<file path="src/sv/trcs_pkg.sv">
// Package for the timed readout clock sequencer.
// Holds codes, default sizes, the controller state type and the
// command/status structs shared by the controller, datapath and top level.
`default_nettype none

package trcs_pkg;

    localparam int LIST_DEPTH_DEF = 64;
    localparam int TIME_BITS_DEF  = 48;
    localparam int INDEX_BITS_DEF = 10;
    localparam int FRAME_BITS     = 32;
    localparam int KIND_BITS      = 2;
    localparam int STATUS_BITS    = 2;

    localparam logic ACT_APPEND = 1'b0;
    localparam logic ACT_STEP   = 1'b1;

    localparam logic [KIND_BITS-1:0] ENTRY_WAIT    = 2'd0;
    localparam logic [KIND_BITS-1:0] ENTRY_SHIFT   = 2'd1;
    localparam logic [KIND_BITS-1:0] ENTRY_READOUT = 2'd2;

    localparam logic [KIND_BITS-1:0] RES_NONE    = 2'd0;
    localparam logic [KIND_BITS-1:0] RES_WAIT    = 2'd1;
    localparam logic [KIND_BITS-1:0] RES_SHIFT   = 2'd2;
    localparam logic [KIND_BITS-1:0] RES_READOUT = 2'd3;

    localparam logic [STATUS_BITS-1:0] STAT_OK    = 2'd0;
    localparam logic [STATUS_BITS-1:0] STAT_EMPTY = 2'd1;
    localparam logic [STATUS_BITS-1:0] STAT_FULL  = 2'd2;

    typedef enum logic [1:0] {
        ST_IDLE,
        ST_READ,
        ST_EXEC
    } t_state;

    typedef struct packed {
        logic load;
        logic exec;
    } t_cmd;

    typedef struct packed {
        logic out_full;
    } t_stat;

endpackage

`default_nettype wire

</file>
<file path="src/sv/trcs_ctrl.sv">
// Controller state machine for the timed readout clock sequencer.
// Sequences accept, list read and execute; depends on trcs_pkg.
`default_nettype none

module trcs_ctrl (
    input  wire logic          i_clk,
    input  wire logic          i_rst_n,
    input  wire logic          i_s_tvalid,
    output logic               o_s_tready,
    input  wire trcs_pkg::t_stat i_stat,
    output trcs_pkg::t_cmd     o_cmd
);
    import trcs_pkg::*;

    t_state r_state;
    t_state n_state;

    always_ff @(posedge i_clk) begin
        if (!i_rst_n) begin
            r_state <= ST_IDLE;
        end else begin
            r_state <= n_state;
        end
    end

    always_comb begin
        n_state = r_state;
        case (r_state)
            ST_IDLE: begin
                if (i_s_tvalid) begin
                    n_state = ST_READ;
                end
            end
            ST_READ: begin
                n_state = ST_EXEC;
            end
            ST_EXEC: begin
                if (!i_stat.out_full) begin
                    n_state = ST_IDLE;
                end
            end
            default: begin
                n_state = ST_IDLE;
            end
        endcase
    end

    always_comb begin
        o_s_tready = 1'b0;
        o_cmd      = '0;
        case (r_state)
            ST_IDLE: begin
                o_s_tready = i_rst_n;
                o_cmd.load = i_s_tvalid && i_rst_n;
            end
            ST_READ: begin
                o_cmd = '0;
            end
            ST_EXEC: begin
                o_cmd.exec = !i_stat.out_full;
            end
            default: begin
                o_cmd = '0;
            end
        endcase
    end

`ifndef SYNTHESIS
    a_load_only_idle: assert property (@(posedge i_clk) disable iff (!i_rst_n)
        o_cmd.load |=> (r_state == ST_READ))
        else $error("load not followed by list read");
    a_exec_to_idle: assert property (@(posedge i_clk) disable iff (!i_rst_n)
        o_cmd.exec |=> (r_state == ST_IDLE))
        else $error("execute not followed by idle");
    a_no_exec_when_full: assert property (@(posedge i_clk) disable iff (!i_rst_n)
        i_stat.out_full |-> !o_cmd.exec)
        else $error("execute while output register occupied");
`endif

endmodule

`default_nettype wire

</file>
<file path="src/sv/trcs_dp.sv">
// Datapath for the timed readout clock sequencer: request registers, list
// memory, position/time/frame state and the output register. Uses trcs_pkg.
`default_nettype none

module trcs_dp #(
    parameter int LIST_DEPTH = trcs_pkg::LIST_DEPTH_DEF,
    parameter int TIME_BITS  = trcs_pkg::TIME_BITS_DEF,
    parameter int INDEX_BITS = trcs_pkg::INDEX_BITS_DEF
) (
    input  wire logic                                i_clk,
    input  wire logic                                i_rst_n,
    input  wire trcs_pkg::t_cmd                      i_cmd,
    output trcs_pkg::t_stat                          o_stat,
    input  wire logic                                i_action,
    input  wire logic [trcs_pkg::KIND_BITS-1:0]      i_entry_kind,
    input  wire logic [TIME_BITS-1:0]                i_wait_duration,
    input  wire logic [INDEX_BITS-1:0]               i_line_index,
    input  wire logic [INDEX_BITS-1:0]               i_readout_index,
    input  wire logic [TIME_BITS-1:0]                i_query_time,
    input  wire logic                                i_m_tready,
    output logic                                     o_m_tvalid,
    output logic [trcs_pkg::KIND_BITS-1:0]           o_result_kind,
    output logic [INDEX_BITS-1:0]                    o_line_index_out,
    output logic [INDEX_BITS-1:0]                    o_readout_index_out,
    output logic [TIME_BITS-1:0]                     o_wait_duration_out,
    output logic [trcs_pkg::FRAME_BITS-1:0]          o_frame_number,
    output logic [trcs_pkg::STATUS_BITS-1:0]         o_status
);
    import trcs_pkg::*;

    localparam int PW = (LIST_DEPTH > 1) ? $clog2(LIST_DEPTH) : 1;
    localparam int CW = $clog2(LIST_DEPTH + 1);
    localparam int MW = KIND_BITS + TIME_BITS + 2 * INDEX_BITS;

    logic                   r_action;
    logic [KIND_BITS-1:0]   r_kind_in;
    logic [TIME_BITS-1:0]   r_dur_in;
    logic [INDEX_BITS-1:0]  r_line_in;
    logic [INDEX_BITS-1:0]  r_slot_in;
    logic [TIME_BITS-1:0]   r_qtime;

    logic [MW-1:0]          r_mem [LIST_DEPTH];
    logic [MW-1:0]          r_rd_word;

    logic [CW-1:0]          r_count;
    logic [CW-1:0]          n_count;
    logic [PW-1:0]          r_pos;
    logic [PW-1:0]          n_pos;
    logic [TIME_BITS-1:0]   r_elapsed;
    logic [TIME_BITS-1:0]   n_elapsed;
    logic [FRAME_BITS-1:0]  r_frame;
    logic [FRAME_BITS-1:0]  n_frame;

    logic                   r_m_valid;
    logic [KIND_BITS-1:0]   r_out_kind;
    logic [KIND_BITS-1:0]   n_out_kind;
    logic [INDEX_BITS-1:0]  r_out_line;
    logic [INDEX_BITS-1:0]  n_out_line;
    logic [INDEX_BITS-1:0]  r_out_slot;
    logic [INDEX_BITS-1:0]  n_out_slot;
    logic [TIME_BITS-1:0]   r_out_dur;
    logic [TIME_BITS-1:0]   n_out_dur;
    logic [FRAME_BITS-1:0]  r_out_frame;
    logic [STATUS_BITS-1:0] r_out_status;
    logic [STATUS_BITS-1:0] n_out_status;

    logic [KIND_BITS-1:0]   rd_kind;
    logic [TIME_BITS-1:0]   rd_dur;
    logic [INDEX_BITS-1:0]  rd_line;
    logic [INDEX_BITS-1:0]  rd_slot;
    logic [TIME_BITS:0]     time_sum;
    logic                   waiting;
    logic [CW:0]            pos_inc;
    logic                   wrap;
    logic [PW-1:0]          adv_pos;
    logic [FRAME_BITS-1:0]  adv_frame;
    logic                   wr_en;

    assign {rd_kind, rd_dur, rd_line, rd_slot} = r_rd_word;

    assign time_sum  = {1'b0, r_elapsed} + {1'b0, rd_dur};
    assign waiting   = (time_sum >= {1'b0, r_qtime});
    assign pos_inc   = (CW + 1)'(r_pos) + (CW + 1)'(1);
    assign wrap      = (pos_inc >= {1'b0, r_count});
    assign adv_pos   = wrap ? '0 : pos_inc[PW-1:0];
    assign adv_frame = wrap ? r_frame + FRAME_BITS'(1) : r_frame;

    assign o_stat.out_full = r_m_valid && !i_m_tready;

    always_comb begin
        n_count      = r_count;
        n_pos        = r_pos;
        n_elapsed    = r_elapsed;
        n_frame      = r_frame;
        wr_en        = 1'b0;
        n_out_kind   = RES_NONE;
        n_out_line   = '0;
        n_out_slot   = '0;
        n_out_dur    = '0;
        n_out_status = STAT_OK;
        if (r_action == ACT_APPEND) begin
            if (r_kind_in <= ENTRY_READOUT) begin
                if (r_count >= CW'(LIST_DEPTH)) begin
                    n_out_status = STAT_FULL;
                end else begin
                    wr_en   = 1'b1;
                    n_count = r_count + CW'(1);
                end
            end
        end else if (r_count == '0) begin
            n_out_status = STAT_EMPTY;
        end else begin
            case (rd_kind)
                ENTRY_WAIT: begin
                    if (!waiting) begin
                        n_out_kind = RES_WAIT;
                        n_out_dur  = rd_dur;
                        n_pos      = adv_pos;
                        n_frame    = adv_frame;
                        n_elapsed  = time_sum[TIME_BITS] ? '1 : time_sum[TIME_BITS-1:0];
                    end
                end
                ENTRY_SHIFT: begin
                    n_out_kind = RES_SHIFT;
                    n_pos      = adv_pos;
                    n_frame    = adv_frame;
                end
                default: begin
                    n_out_kind = RES_READOUT;
                    n_out_line = rd_line;
                    n_out_slot = rd_slot;
                    n_pos      = adv_pos;
                    n_frame    = adv_frame;
                end
            endcase
        end
    end

    always_ff @(posedge i_clk) begin
        if (i_cmd.load) begin
            r_action  <= i_action;
            r_kind_in <= i_entry_kind;
            r_dur_in  <= i_wait_duration;
            r_line_in <= i_line_index;
            r_slot_in <= i_readout_index;
            r_qtime   <= i_query_time;
        end
    end

    always_ff @(posedge i_clk) begin
        if (i_cmd.exec && wr_en) begin
            r_mem[r_count[PW-1:0]] <= {r_kind_in, r_dur_in, r_line_in, r_slot_in};
        end
        r_rd_word <= r_mem[r_pos];
    end

    always_ff @(posedge i_clk) begin
        if (!i_rst_n) begin
            r_count   <= '0;
            r_pos     <= '0;
            r_elapsed <= '0;
            r_frame   <= '0;
            r_m_valid <= 1'b0;
        end else begin
            if (i_cmd.exec) begin
                r_count   <= n_count;
                r_pos     <= n_pos;
                r_elapsed <= n_elapsed;
                r_frame   <= n_frame;
                r_m_valid <= 1'b1;
            end else if (i_m_tready) begin
                r_m_valid <= 1'b0;
            end
        end
    end

    always_ff @(posedge i_clk) begin
        if (i_cmd.exec) begin
            r_out_kind   <= n_out_kind;
            r_out_line   <= n_out_line;
            r_out_slot   <= n_out_slot;
            r_out_dur    <= n_out_dur;
            r_out_frame  <= n_frame;
            r_out_status <= n_out_status;
        end
    end

    assign o_m_tvalid          = r_m_valid;
    assign o_result_kind       = r_out_kind;
    assign o_line_index_out    = r_out_line;
    assign o_readout_index_out = r_out_slot;
    assign o_wait_duration_out = r_out_dur;
    assign o_frame_number      = r_out_frame;
    assign o_status            = r_out_status;

`ifndef SYNTHESIS
    a_count_bound: assert property (@(posedge i_clk) disable iff (!i_rst_n)
        r_count <= CW'(LIST_DEPTH))
        else $error("entry count beyond list depth");
    a_pos_in_list: assert property (@(posedge i_clk) disable iff (!i_rst_n)
        (CW + 1)'(r_pos) < {1'b0, r_count} || (r_count == '0 && r_pos == '0))
        else $error("position outside filled list");
    a_elapsed_monotonic: assert property (@(posedge i_clk) disable iff (!i_rst_n)
        1'b1 |=> r_elapsed >= $past(r_elapsed))
        else $error("elapsed time decreased");
    a_frame_only_on_exec: assert property (@(posedge i_clk) disable iff (!i_rst_n)
        !i_cmd.exec |=> $stable(r_frame) && $stable(r_pos))
        else $error("frame or position moved without execute");
`endif

endmodule

`default_nettype wire

</file>
<file path="src/sv/timed_readout_clock_sequencer.sv">
// Top level of the timed readout clock sequencer: stream ports, field
// packing, controller and datapath. Uses trcs_pkg, trcs_ctrl and trcs_dp.
//
//  channel  | direction | tdata / tuser contents
//  s (in)   | slave     | request: append entry or step at query time
//  m (out)  | master    | result: emitted entry, frame number, status
//
// Each request passes through three steps: accept, list memory read, execute.
// The registered read port of the list memory sets the middle step.
// Execute stalls while the output register holds a result not yet taken.
// i_rst_n (synchronous) empties the list and clears position, elapsed time
// and frame counter; list contents stay undefined and need no clearing pass.
`default_nettype none

module timed_readout_clock_sequencer #(
    parameter int LIST_DEPTH = trcs_pkg::LIST_DEPTH_DEF,
    parameter int TIME_BITS  = trcs_pkg::TIME_BITS_DEF,
    parameter int INDEX_BITS = trcs_pkg::INDEX_BITS_DEF,
    localparam int IN_W      = 2 * TIME_BITS + 2 * INDEX_BITS,
    localparam int IN_TW     = ((IN_W + 7) / 8) * 8,
    localparam int OUT_W     = 2 * INDEX_BITS + TIME_BITS + trcs_pkg::FRAME_BITS,
    localparam int OUT_TW    = ((OUT_W + 7) / 8) * 8
) (
    input  wire logic              i_clk,
    input  wire logic              i_rst_n,
    input  wire logic              i_s_tvalid,
    output logic                   o_s_tready,
    // wait_duration, line_index, readout_index, query_time
    input  wire logic [IN_TW-1:0]  i_s_tdata,
    // action, entry_kind
    input  wire logic [7:0]        i_s_tuser,
    output logic                   o_m_tvalid,
    input  wire logic              i_m_tready,
    // line_index_out, readout_index_out, wait_duration_out, frame_number
    output logic [OUT_TW-1:0]      o_m_tdata,
    // result_kind, status
    output logic [7:0]             o_m_tuser
);
    import trcs_pkg::*;

    localparam int LINE_LO = TIME_BITS;
    localparam int SLOT_LO = TIME_BITS + INDEX_BITS;
    localparam int QT_LO   = TIME_BITS + 2 * INDEX_BITS;

    t_cmd                   cmd;
    t_stat                  stat;
    logic [KIND_BITS-1:0]   result_kind;
    logic [INDEX_BITS-1:0]  line_out;
    logic [INDEX_BITS-1:0]  slot_out;
    logic [TIME_BITS-1:0]   dur_out;
    logic [FRAME_BITS-1:0]  frame_out;
    logic [STATUS_BITS-1:0] status_out;

    trcs_ctrl u_ctrl (
        .i_clk      (i_clk),
        .i_rst_n    (i_rst_n),
        .i_s_tvalid (i_s_tvalid),
        .o_s_tready (o_s_tready),
        .i_stat     (stat),
        .o_cmd      (cmd)
    );

    trcs_dp #(
        .LIST_DEPTH (LIST_DEPTH),
        .TIME_BITS  (TIME_BITS),
        .INDEX_BITS (INDEX_BITS)
    ) u_dp (
        .i_clk               (i_clk),
        .i_rst_n             (i_rst_n),
        .i_cmd               (cmd),
        .o_stat              (stat),
        .i_action            (i_s_tuser[0]),
        .i_entry_kind        (i_s_tuser[KIND_BITS:1]),
        .i_wait_duration     (i_s_tdata[TIME_BITS-1:0]),
        .i_line_index        (i_s_tdata[LINE_LO +: INDEX_BITS]),
        .i_readout_index     (i_s_tdata[SLOT_LO +: INDEX_BITS]),
        .i_query_time        (i_s_tdata[QT_LO +: TIME_BITS]),
        .i_m_tready          (i_m_tready),
        .o_m_tvalid          (o_m_tvalid),
        .o_result_kind       (result_kind),
        .o_line_index_out    (line_out),
        .o_readout_index_out (slot_out),
        .o_wait_duration_out (dur_out),
        .o_frame_number      (frame_out),
        .o_status            (status_out)
    );

    assign o_m_tdata = OUT_TW'({frame_out, dur_out, slot_out, line_out});
    assign o_m_tuser = 8'({status_out, result_kind});

endmodule

`default_nettype wire
</file>
<file path="config.mk">
export PLATFORM = sky130hd
export DESIGN_NAME = timed_readout_clock_sequencer
export DESIGN_NICKNAME = d
export VERILOG_FILES = /design/src/sv/trcs_pkg.sv /design/src/sv/trcs_ctrl.sv /design/src/sv/trcs_dp.sv /design/src/sv/timed_readout_clock_sequencer.sv
export SDC_FILE = /design/constraint.sdc
export NUM_CORES = 2
export LEC_CHECK = 0
export BUFFER_PORTS_ARGS = -buffer_cell sky130_fd_sc_hd__clkbuf_2
export CORE_MARGIN = 5
export CORE_UTILIZATION = 35
export CTS_CLUSTER_DIAMETER = 80
export CTS_CLUSTER_SIZE = 24
export DETAILED_ROUTE_END_ITERATION = 6
export REMOVE_ABC_BUFFERS = 1
export SYNTH_ARGS = -nofsm -noshare
export SYNTH_HDL_FRONTEND = slang
export SYNTH_MEMORY_MAX_BITS = 65536
export SYNTH_SLANG_ARGS = --single-unit
export TNS_END_PERCENT = 10
</file>
<file path="constraint.sdc">
create_clock -name i_clk -period 10.58 [get_ports i_clk]
set_input_delay 1.587 -clock i_clk [delete_from_list [all_inputs] [get_ports i_clk]]
set_output_delay 1.587 -clock i_clk [all_outputs]
set_load 0.05 [all_outputs]
</file>
==> results_dict.tcl <==
set metrics [dict create \
    synth_top_area_frac 0.757 \
    startpoint_type "flip-flop" \
    synthCells 7904 \
    power_mw 32.2 \
    setup_viol 0 \
    tns_ns 0 \
    fin_skew_ns 0.117 \
    clk_latency_ns 1.01 \
    firstDrtPassIters 6 \
    cts_tree "built" \
    arrival_ns 8.82 \
    rr_endpoint "u_dp.r_frame[29]$_SDFFE_PN0P_" \
    multiInputGateArea_um2 40600 \
    antenna_found_initial 44 \
    ant_nets 0 \
    layout-drive-gt1-share 0.280 \
    hpwl_um 275000 \
    io_pins 246 \
    yosys.area.top_type "edfxtp_1" \
    grt_max_degree 146 \
    synth_fa_ha_area_frac 0.00728 \
    report.final.slew_viol_count 0 \
    synth_async_sr_flop_share 0 \
    htree_levels 4 \
    synth_area_leaders "edfxtp_1, mux4_2, dfxtp_1" \
    seq_area_frac_synth 0.775 \
    holdCritStartpoint "u_dp.r_elapsed[31]$_SDFFE_PN0P_" \
    whs_endpoint "u_dp.r_elapsed[31]$_SDFFE_PN0P_" \
    cp_slowest_stage_delay_ns 0.79 \
    die_y_um 740 \
    grt_pass1_wl_um 706000 \
    ys_warn_count 0 \
    critPathBufInv 0 \
    synthMuxAreaShare 0.178 \
    path_cells "ha_1, nand2_1, nor4_1, nand3_1, a211oi_2, o21ai_0, o21bai_1, a21boi_0, nor4b_1, nor2_1, xnor2_1, ha_1, and4_1, nand3_1, or3_1, nor2_1, a2111oi_2, nand3_2, o21bai_4, nand2_1, or4_1, a21oi_1" \
    ys_types 74 \
    path_clk_slew_ns 0.09 \
    grt_pass1_vias 86500 \
    avgViaCountPerCell 5.68 \
    hold_violations 0 \
    clock-sinks 4869 \
    status "completed" \
    max_freq_mhz 126 \
    synthSimpleGateAreaFrac 0.0151 \
    cts_resized 0 \
    rows 268 \
    drc 0 \
    core_area_um2 532000 \
    synth-edff-count 4703 \
    final_nets 8494 \
    post-route-period-util 0.750 \
    synth_compound_area_frac 0.0102 \
    reg2reg_slack_ns 2.64 \
    ir_drop_v 0.000152 \
    dieArea_um2 548000 \
    min_path_type "reg2reg" \
    synth_area_per_cell_um2 23.6 \
    yosys_register_bits 4869 \
    via_count 87900 \
    reg2reg_from "u_dp.r_rd_word[38]$_DFF_P_" \
    slowest_stage "nand2_1" \
    critPathCaptureType "flip-flop" \
    cts_made_buffers 241 \
    grtUsageTotal 0.182 \
    drt_wl_total_um 512000 \
    tightest_slew_ns 1.32 \
    io_buffers 228 \
    crit_type "reg2reg" \
    gp_congestion 0.829 \
    root_buffer "clkbuf_16" \
    slew_headroom 0.117 \
    syn_area_um2 187000 \
    power_density_nw_per_um2 157 \
    critPathTopFamily "simple AND/OR/NAND/NOR gates" \
    postCtsSetupBuffers 0 \
    p_leak_nw 60.2 \
    avgRoutedWirePerCell_um 33.0 \
    postCtsHoldBufs 0 \
    first_iter_violations 12900 \
    drv_cap 0 \
    fillers 46800 \
    whs_path_depth 2 \
    synth-xor-area-share 0.00436 \
    start_util 0.351 \
    grt_overflow 0 \
    rsz0062_at_grt "no" \
    cp.required_ns 11.46 \
    synth_ff_type "edfxtp_1" \
    synth_top_family_by_area "multiplexers" \
    crit_start "u_dp.r_rd_word[38]$_DFF_P_" \
    period_minus_slack_ns 7.94 \
    worstPathMaxFanout 29 \
    ff_latch_area_um2 145000 \
    cts_buffer_depth 4 \
    r2r_cells 22 \
    die_x_um 740 \
    syn_to_final_growth_pct 10.1 \
]
-- how the worst max path moves through the flow --
| stage | endpoint | slack, ns | depth (start not counted) |
|---|---|---|---|
| 2_1_floorplan | u_dp.r_pos[0]$_SDFFE_PN0P_ | -39.81 | 9 |
| 3_3_place_gp | u_dp.r_frame[27]$_SDFFE_PN0P_ | 2.83 | 22 |
| 3_5_place_dp | u_dp.r_frame[29]$_SDFFE_PN0P_ | 2.81 | 22 |
| 4_1_cts | u_dp.r_frame[29]$_SDFFE_PN0P_ | 2.75 | 22 |
| 5_1_grt | u_dp.r_frame[29]$_SDFFE_PN0P_ | 2.08 | 22 |
| 6_report | u_dp.r_frame[29]$_SDFFE_PN0P_ | 2.64 | 22 |
-- report_power, final --
group	internal [mW]	switching, mW	total (mW)
Sequential	21.1	0.0233	21.1
Combinational	0.0623	0.329	0.391
Clock	4.59	6.18	10.8
-- worst min-delay path: stages, from the launching register on --
cell	delay, ns
dfxtp_1	0.32
nand2_1	0.05
a21oi_1	0.05
-- metrics by stage --
step	setup slack (ns)	cells	area (um^2)	hold WS, ns	utilization
global route	2.08	15500	205000	0.479	0.386
global placement	2.83	15000	198000	0.453	0.372
detailed placement	2.81	15000	198000	0.454	0.372
CTS	2.75	15500	205000	0.464	0.386
floorplan	-39.81	7504	185000	0.436	-
finish	2.64	15500	205000	0.470	0.386
-- state kept, by name, indices dropped and copies added (netlist names), 6 cells and up --
register / count
u_dp.r_dur_in: 48
u_dp.o_readout_index_out: 10
u_dp.r_count: 7
u_dp.o_wait_duration_out: 48
u_dp.r_qtime: 48
u_dp.r_slot_in: 10
u_dp.o_frame_number: 32
u_dp.r_elapsed: 48
u_dp.r_frame: 32
u_dp.r_line_in: 10
u_dp.r_rd_word: 70
u_dp.o_line_index_out: 10
u_dp.r_mem: 4480
u_dp.r_pos: 6
-- cells in the final DEF (no fill, tap or decap), types with 13 or more instances in the layout --
master / n
nand3_1: 45
and3_1: 44
a21o_1: 31
ha_1: 107
nor2_4: 62
and2_1: 62
clkbuf_2: 228
dfxtp_1: 159
diode_2: 20
o31ai_1: 16
clkbuf_1: 145
xor2_1: 30
edfxtp_1: 4703
xnor2_1: 61
o21ai_0: 38
buf_4: 245
inv_1: 74
a21oi_1: 137
nor2_1: 70
clkbuf_16: 244
mux4_2: 1470
or4_1: 16
nor2b_1: 13
nand2_1: 166
buf_12: 34
nand2b_1: 13
nand4_1: 34
-- area by class of cell --
cell class | count | area share
diodes | 20 | 0.000244
clock buffers | 392 | 0.0326
clock inverters | 47 | 0.00389
inverters | 77 | 0.00144
multi-input cells | 2558 | 0.198
flip-flops and latches | 4869 | 0.704
well taps | 7020 | 0.0428
repair buffers | 507 | 0.0178
-- cells by family (layout without fill, tap and decap cells) --
group | after synthesis | in the layout
other cells | 1 | 28
xor+xnor | 92 | 92
compound gates | 302 | 302
buf+inv | 484 | 1023
fa+ha+maj | 108 | 108
simple gates | 573 | 573
flops | 4869 | 4869
mux | 1475 | 1475
-- layer usage --
layer	vias up	track usage	share of wire
met4	14	0.0484	0.030
met5	-	0	0.00018
met3	665	0.0308	0.088
met1	48700	0.260	0.41
li1	34200	-	-
met2	4344	0.290	0.47
-- synth_stat cells (all sizes together), types with 16 or more instances --
library cell,number
and2,64
mux4,1470
dfxtp,166
o21ai,48
and3,44
xnor2,62
buf,109
clkbuf,298
edfxtp,4703
nand2,166
o31ai,16
nand4,35
ha,107
nor2,132
nand3,47
a21o,31
a21oi,137
xor2,30
inv,77
or4,16
No activity file was read; power rests on OpenSTA's default activity.
